==> src/bls_pkg.sv <==
package bls_pkg;

  // field widths of one command and one result
  localparam int CMD_W    = 3;
  localparam int WORD_W   = 32;
  localparam int CNT_W    = 5;
  localparam int STATUS_W = 2;

  // number of stack entries, bounded by what the count field can carry
  localparam int DEPTH = 16;

  // command codes
  localparam logic [CMD_W-1:0] CMD_PUSH   = 3'd0;
  localparam logic [CMD_W-1:0] CMD_POP    = 3'd1;
  localparam logic [CMD_W-1:0] CMD_PEEK   = 3'd2;
  localparam logic [CMD_W-1:0] CMD_TOP    = 3'd3;
  localparam logic [CMD_W-1:0] CMD_BOTTOM = 3'd4;

  // status codes
  localparam logic [STATUS_W-1:0] ST_OK       = 2'd0;
  localparam logic [STATUS_W-1:0] ST_OVERFLOW = 2'd1;
  localparam logic [STATUS_W-1:0] ST_EMPTY    = 2'd2;
  localparam logic [STATUS_W-1:0] ST_BADPOS   = 2'd3;

  // capacity after reset
  localparam logic [CNT_W-1:0] CAP_RESET = 5'd16;

  typedef struct packed {
    logic [CMD_W-1:0]         cmd;
    logic signed [WORD_W-1:0] value;
    logic [CNT_W-1:0]         position;
  } req_t;

  typedef struct packed {
    logic signed [WORD_W-1:0] data;
    logic [STATUS_W-1:0]      status;
    logic [CNT_W-1:0]         count;
    logic                     empty_res;
    logic                     full_res;
  } rsp_t;

  // controller to datapath commands
  typedef struct packed {
    logic take;  // accept the request: update the stack, start the read
    logic load;  // capture the result into the response register
  } ctrl_cmd_t;

endpackage

==> src/bls_ctrl.sv <==
module bls_ctrl (
  input  logic              clk,
  input  logic              rst,
  input  logic              req_valid,
  output logic              req_ready,
  output logic              rsp_valid,
  input  logic              rsp_ready,
  output bls_pkg::ctrl_cmd_t cmd
);
  import bls_pkg::*;

  typedef enum logic [1:0] {
    S_IDLE = 2'b01,
    S_READ = 2'b10
  } state_t;

  state_t state;
  state_t state_next;
  logic   rsp_free;

  // response register is free now or drains at this edge
  assign rsp_free  = !rsp_valid || rsp_ready;
  assign req_ready = (state == S_IDLE) && rsp_free;
  assign cmd.take  = req_ready && req_valid;
  assign cmd.load  = (state == S_READ);

  // next state
  always_comb begin
    state_next = state;
    case (state)
      S_IDLE: begin
        if (cmd.take) state_next = S_READ;
      end
      S_READ: begin
        state_next = S_IDLE;
      end
      default: begin
        state_next = S_IDLE;
      end
    endcase
  end

  // state and response valid flag
  always_ff @(posedge clk) begin
    if (rst) begin
      state     <= S_IDLE;
      rsp_valid <= 1'b0;
    end else begin
      state <= state_next;
      if (cmd.load) begin
        rsp_valid <= 1'b1;
      end else if (rsp_valid && rsp_ready) begin
        rsp_valid <= 1'b0;
      end
    end
  end

endmodule

==> src/bls_dp.sv <==
module bls_dp (
  input  logic                          clk,
  input  logic                          rst,
  input  bls_pkg::ctrl_cmd_t            cmd,
  input  bls_pkg::req_t                 req,
  input  logic                          cfg_we,
  input  logic [bls_pkg::CNT_W-1:0]     cfg_wdata,
  output bls_pkg::rsp_t                 rsp
);
  import bls_pkg::*;

  localparam int AW = (DEPTH > 1) ? $clog2(DEPTH) : 1;

  logic [WORD_W-1:0]   mem [DEPTH];
  logic [WORD_W-1:0]   rd_data;
  logic [CNT_W-1:0]    fill;
  logic [CNT_W-1:0]    fill_next;
  logic [CNT_W-1:0]    capacity;
  logic [CNT_W-1:0]    eff_cap;
  logic [CNT_W-1:0]    rd_idx;
  logic [STATUS_W-1:0] st_next;
  logic                err_next;
  logic                mem_sel_next;
  logic                wr_en;
  logic [STATUS_W-1:0] res_status;
  logic                res_err;
  logic                res_mem_sel;

  // capacity clamped to 1..DEPTH
  always_comb begin
    if (capacity == '0) begin
      eff_cap = CNT_W'(1);
    end else if (32'(capacity) > DEPTH) begin
      eff_cap = CNT_W'(DEPTH);
    end else begin
      eff_cap = capacity;
    end
  end

  // command decode: status, new fill count, memory access
  always_comb begin
    st_next      = ST_OK;
    err_next     = 1'b0;
    mem_sel_next = 1'b0;
    wr_en        = 1'b0;
    fill_next    = fill;
    rd_idx       = '0;
    case (req.cmd)
      CMD_PUSH: begin
        if (fill >= eff_cap) begin
          st_next  = ST_OVERFLOW;
          err_next = 1'b1;
        end else begin
          wr_en     = 1'b1;
          fill_next = CNT_W'(fill + 1'b1);
        end
      end
      CMD_POP: begin
        if (fill == '0) begin
          st_next  = ST_EMPTY;
          err_next = 1'b1;
        end else begin
          mem_sel_next = 1'b1;
          rd_idx       = CNT_W'(fill - 1'b1);
          fill_next    = CNT_W'(fill - 1'b1);
        end
      end
      CMD_PEEK: begin
        if (req.position == '0 || req.position > fill) begin
          st_next  = ST_BADPOS;
          err_next = 1'b1;
        end else begin
          mem_sel_next = 1'b1;
          rd_idx       = CNT_W'(fill - req.position);
        end
      end
      CMD_TOP: begin
        if (fill == '0) begin
          st_next  = ST_EMPTY;
          err_next = 1'b1;
        end else begin
          mem_sel_next = 1'b1;
          rd_idx       = CNT_W'(fill - 1'b1);
        end
      end
      CMD_BOTTOM: begin
        if (fill == '0) begin
          st_next  = ST_EMPTY;
          err_next = 1'b1;
        end else begin
          mem_sel_next = 1'b1;
          rd_idx       = '0;
        end
      end
      default: begin
      end
    endcase
  end

  // entry storage, one write and one registered read
  always_ff @(posedge clk) begin
    if (cmd.take && wr_en) begin
      mem[AW'(fill)] <= req.value;
    end
    if (cmd.take) begin
      rd_data <= mem[AW'(rd_idx)];
    end
  end

  // fill count and capacity register
  always_ff @(posedge clk) begin
    if (rst) begin
      fill     <= '0;
      capacity <= CAP_RESET;
    end else begin
      if (cmd.take) fill <= fill_next;
      if (cfg_we) capacity <= cfg_wdata;
    end
  end

  // decode results held for the read cycle
  always_ff @(posedge clk) begin
    if (cmd.take) begin
      res_status  <= st_next;
      res_err     <= err_next;
      res_mem_sel <= mem_sel_next;
    end
  end

  // response register
  always_ff @(posedge clk) begin
    if (cmd.load) begin
      if (res_err) begin
        rsp.data <= '1;
      end else if (res_mem_sel) begin
        rsp.data <= rd_data;
      end else begin
        rsp.data <= '0;
      end
      rsp.status    <= res_status;
      rsp.count     <= fill;
      rsp.empty_res <= (fill == '0);
      rsp.full_res  <= (fill >= eff_cap);
    end
  end

endmodule

==> src/bounded_lifo_stack.sv <==
// channel    direction  handshake              payload
// req        in         req_valid / req_ready  req (cmd, value, position)
// rsp        out        rsp_valid / rsp_ready  rsp (data, status, count, empty_res, full_res)
// cfg        in         cfg_we                 cfg_wdata (capacity)
//
// each command first updates the fill count and starts the memory read (S_IDLE),
// then captures the registered read data into the response (S_READ).
// a new command is not taken until the previous one has reached the response.
// a stalled response holds the request side off; rst clears the stack to empty
// and sets capacity to 16.
module bounded_lifo_stack (
  input  logic                      clk,
  input  logic                      rst,
  input  logic                      req_valid,
  output logic                      req_ready,
  input  bls_pkg::req_t             req,
  output logic                      rsp_valid,
  input  logic                      rsp_ready,
  output bls_pkg::rsp_t             rsp,
  input  logic                      cfg_we,
  input  logic [bls_pkg::CNT_W-1:0] cfg_wdata
);
  import bls_pkg::*;

  ctrl_cmd_t cmd;

  // sequencing and handshakes
  bls_ctrl u_ctrl (
    .clk       (clk),
    .rst       (rst),
    .req_valid (req_valid),
    .req_ready (req_ready),
    .rsp_valid (rsp_valid),
    .rsp_ready (rsp_ready),
    .cmd       (cmd)
  );

  // stack storage and result formation
  bls_dp u_dp (
    .clk       (clk),
    .rst       (rst),
    .cmd       (cmd),
    .req       (req),
    .cfg_we    (cfg_we),
    .cfg_wdata (cfg_wdata),
    .rsp       (rsp)
  );

endmodule
==> config.mk <==
export PLATFORM = sky130hd
export DESIGN_NAME = bounded_lifo_stack
export DESIGN_NICKNAME = d
export VERILOG_FILES = /design/src/bls_pkg.sv /design/src/bls_ctrl.sv /design/src/bls_dp.sv /design/src/bounded_lifo_stack.sv
export SDC_FILE = /design/constraint.sdc
export NUM_CORES = 1
export LEC_CHECK = 0
export ABC_AREA = 1
export BUFFER_PORTS_ARGS = -buffer_cell sky130_fd_sc_hd__buf_2
export CAP_MARGIN = 10
export CORE_MARGIN = 1
export CORE_UTILIZATION = 30
export CTS_CLUSTER_DIAMETER = 80
export DETAILED_ROUTE_END_ITERATION = 8
export MAX_ROUTING_LAYER = met4
export SETUP_SLACK_MARGIN = 0.15
export SLEW_MARGIN = 20
export SYNTH_ARGS = -nofsm -noshare
export SYNTH_HDL_FRONTEND = slang
export SYNTH_SLANG_ARGS = --single-unit
==> constraint.sdc <==
create_clock -name clk -period 5.4 [get_ports clk]
set_input_delay 0.81 -clock clk [delete_from_list [all_inputs] [get_ports clk]]
set_output_delay 0.81 -clock clk [all_outputs]
set_load 0.01 [all_outputs]
==> impl_metrics.env <==
export IMPL_status="complete, no violations"
export IMPL_fin_setup_tns_ns=0
export IMPL_mostFrequentLayoutCells="589 x edfxtp_1, 586 x nand3_1, 455 x nand2_1"
export IMPL_avgSynthCellArea_um2=11.0
export IMPL_die_y_um=297
export IMPL_postCtsSetupBuffers=0
export IMPL_grt_usage=0.158
export IMPL_synth_seq_area_share=0.686
export IMPL_maxCapViolations=0
export IMPL_hp_start="rst"
export IMPL_finalNetCount=2496
export IMPL_hp_class="in -> reg"
export IMPL_drt_first_pass_iters=5
export IMPL_cts_resized_gates=0
export IMPL_max_freq_ghz=0.265
export IMPL_antenna_left=0
export IMPL_grt_pass1_wl_um=104000
export IMPL_vias=17100
export IMPL_syn_cell_area_um2=26200
export IMPL_cpLargestDelayFamily="simple AND/OR/NAND/NOR gates"
export IMPL_path_cells="ha_1, a21o_1, nand3_1, o2111ai_1, nor3_1, nand2_1, nor2_4, buf_4"
export IMPL_yosys_area_top_type="edfxtp_1"
export IMPL_syn_num_nets=2436
export IMPL_max_stage_delay_ns=0.85
export IMPL_yosysTopAreaCellShare=0.676
export IMPL_grt_overflow=0
export IMPL_grt_max_degree=157
export IMPL_root_buffer="clkbuf_16"
export IMPL_drt_wl_total_um=69200
export IMPL_clkSinkCount=602
export IMPL_ys_warnings_count=0
export IMPL_finalCriticalPeriod_ns=3.77
export IMPL_synthTopCellsByArea="edfxtp_1 68%, nand3_1 11%, nand2_1 6.5%"
export IMPL_fin_crit_sh=0.698
export IMPL_critical_path_buf_inv_count=1
export IMPL_startpoint="u_dp.fill[2]"
export IMPL_slowest_stage="nor2_4"
export IMPL_startpoint_type="flop"
export IMPL_port_buffers=92
export IMPL_maxSlewHeadroom=0.260
export IMPL_critPathRequiredTime_ns=5.72
export IMPL_finalSetupViolations=0
export IMPL_rows=107
export IMPL_cts_buffer_depth=3
export IMPL_dp_hpwl_um=37200
export IMPL_insertion_delay_ns=0.63
export IMPL_skew_ns=0.0204
export IMPL_ys_seq_elements=602
export IMPL_slew_viol_final=0
export IMPL_crit_path_end_kind="flop"
export IMPL_cellPowerDensity_nw_per_um2=332
export IMPL_initial_utilization=0.305
export IMPL_clkTransAtPathRegs_ns=0.06
export IMPL_rsz0062_at_grt="no"
export IMPL_vias_per_cell=4.73
export IMPL_arrival_ns=4.09
export IMPL_ctsHoldBuffers=0
export IMPL_design_area_um2=29800
export IMPL_numCtsBuffers=59
export IMPL_htree_levels=2
export IMPL_finalHoldViolations=0
export IMPL_crit_fanout=19
export IMPL_coreArea_um2=85800
export IMPL_drtIter0Drc=1671
export IMPL_wl_per_cell_um=19.1
export IMPL_drive_gt1_frac=0.101
export IMPL_area_growth_pct=13.9
export IMPL_hold_worst_slack_ns=0.409
export IMPL_place_area_um2=28000
export IMPL_cts_tree="built"
export IMPL_worstMarginPinSlew_ns=1.11
export IMPL_gp_congestion=0.839
export IMPL_grt_antenna_before_repair=7
export IMPL_die_area_um2=88400
export IMPL_criticalPathCategory="reg -> reg"
export IMPL_die_w_um=297
export IMPL_max_vdd_ir_drop_v=0.000240
export IMPL_synthDistinctLibCells=35
export IMPL_r2r_start="u_dp.fill[2]"
export IMPL_drc=0
export IMPL_ios=93
export IMPL_synthCells=2368
export IMPL_layout_commonest_cell="edfxtp_1"
export IMPL_first_global_vias=16300
export IMPL_p_leak_nw=11.7
kinds of logic after synthesis:
| family | count (synthesis) | share of synthesized area |
|---|---|---|
| flops | 602 | 0.686 |
| buf+inv | 523 | 0.0816 |
| fa+ha+maj | 18 | 0.00889 |
| compound gates | 32 | 0.00693 |
| simple gates | 1186 | 0.214 |
| xor+xnor | 7 | 0.00234 |
per-layer routing:
layer / routed length, µm / GRT usage / up-vias
met3: 4590 / 0.0256 / 93
met5: 0 / - / -
li1: - / - / 8129
met2: 33800 / 0.260 / 581
met4: 1500 / 0.0417 / 0
met1: 29300 / 0.203 / 8317
Yosys cell counts (all sizes together):
| cell | count |
|---|---|
| o2111ai | 1 |
| nor4 | 1 |
| or2 | 3 |
| nor2 | 33 |
| clkbuf | 34 |
| o21ai | 16 |
| a21o | 1 |
| xnor2 | 1 |
| xor2 | 6 |
| edfxtp | 589 |
| nand4 | 4 |
| fa | 1 |
| dfxtp | 13 |
| buf | 104 |
| inv | 385 |
| a221oi | 1 |
| a21oi | 11 |
| o22ai | 1 |
| ha | 17 |
| nor3 | 4 |
| nand3b | 96 |
| nand3 | 588 |
| nand2 | 457 |
| o21a | 1 |
stage by stage:
| stage | util | setup slack (ns) | total power [mW] | instances |
|---|---|---|---|---|
| finish | 0.347 | 1.63 | 9.91 | 3620 |
| global route | 0.347 | 1.40 | 10.2 | 3620 |
| CTS | 0.347 | 1.64 | 9.99 | 3614 |
| detailed placement | 0.326 | 1.64 | 6.00 | 3511 |
| global placement | 0.326 | 1.65 | 6.00 | 3511 |
| floorplan | - | 0.448 | 5.73 | 2368 |
layout make-up:
type	instances	area [µm²]
clock buffers	71	1520
inverters	385	1450
flip-flops and latches	602	17900
fillers	8385	56000
repair buffers	137	873
diodes	6	15.0
clock inverters	32	319
multi-input cells	1243	6250
well taps	1144	1430
state kept, by name, indices dropped and copies added (netlist names):
signal and count:
u_dp.res_status 2, u_ctrl.rsp_valid 1, u_dp.mem 512, u_dp.fill 5
u_dp.rd_data 32, u_ctrl.state 2, u_dp.capacity 5, u_dp.rsp 41
u_dp.res_mem_sel 1, u_dp.res_err 1
worst paths after layout:
| kind | end | slack, ns | depth (start not counted) |
|---|---|---|---|
| max reg2reg | u_dp.mem[6][19] | 1.63 | 8 |
| min | u_dp.fill[4] | 0.41 | 2 |
| min reg2reg | u_dp.rsp[7] | 0.42 | 0 |
| max | u_dp.mem[6][19] | 1.63 | 8 |
power by group:
| group | switching, mW | internal [mW] |
|---|---|---|
| logic | 0.490 | 0.188 |
| clock network | 1.73 | 2.27 |
| registers | 0.0272 | 5.20 |
| total | 2.25 | 7.66 |
No activity file was read; power rests on OpenSTA's default activity.
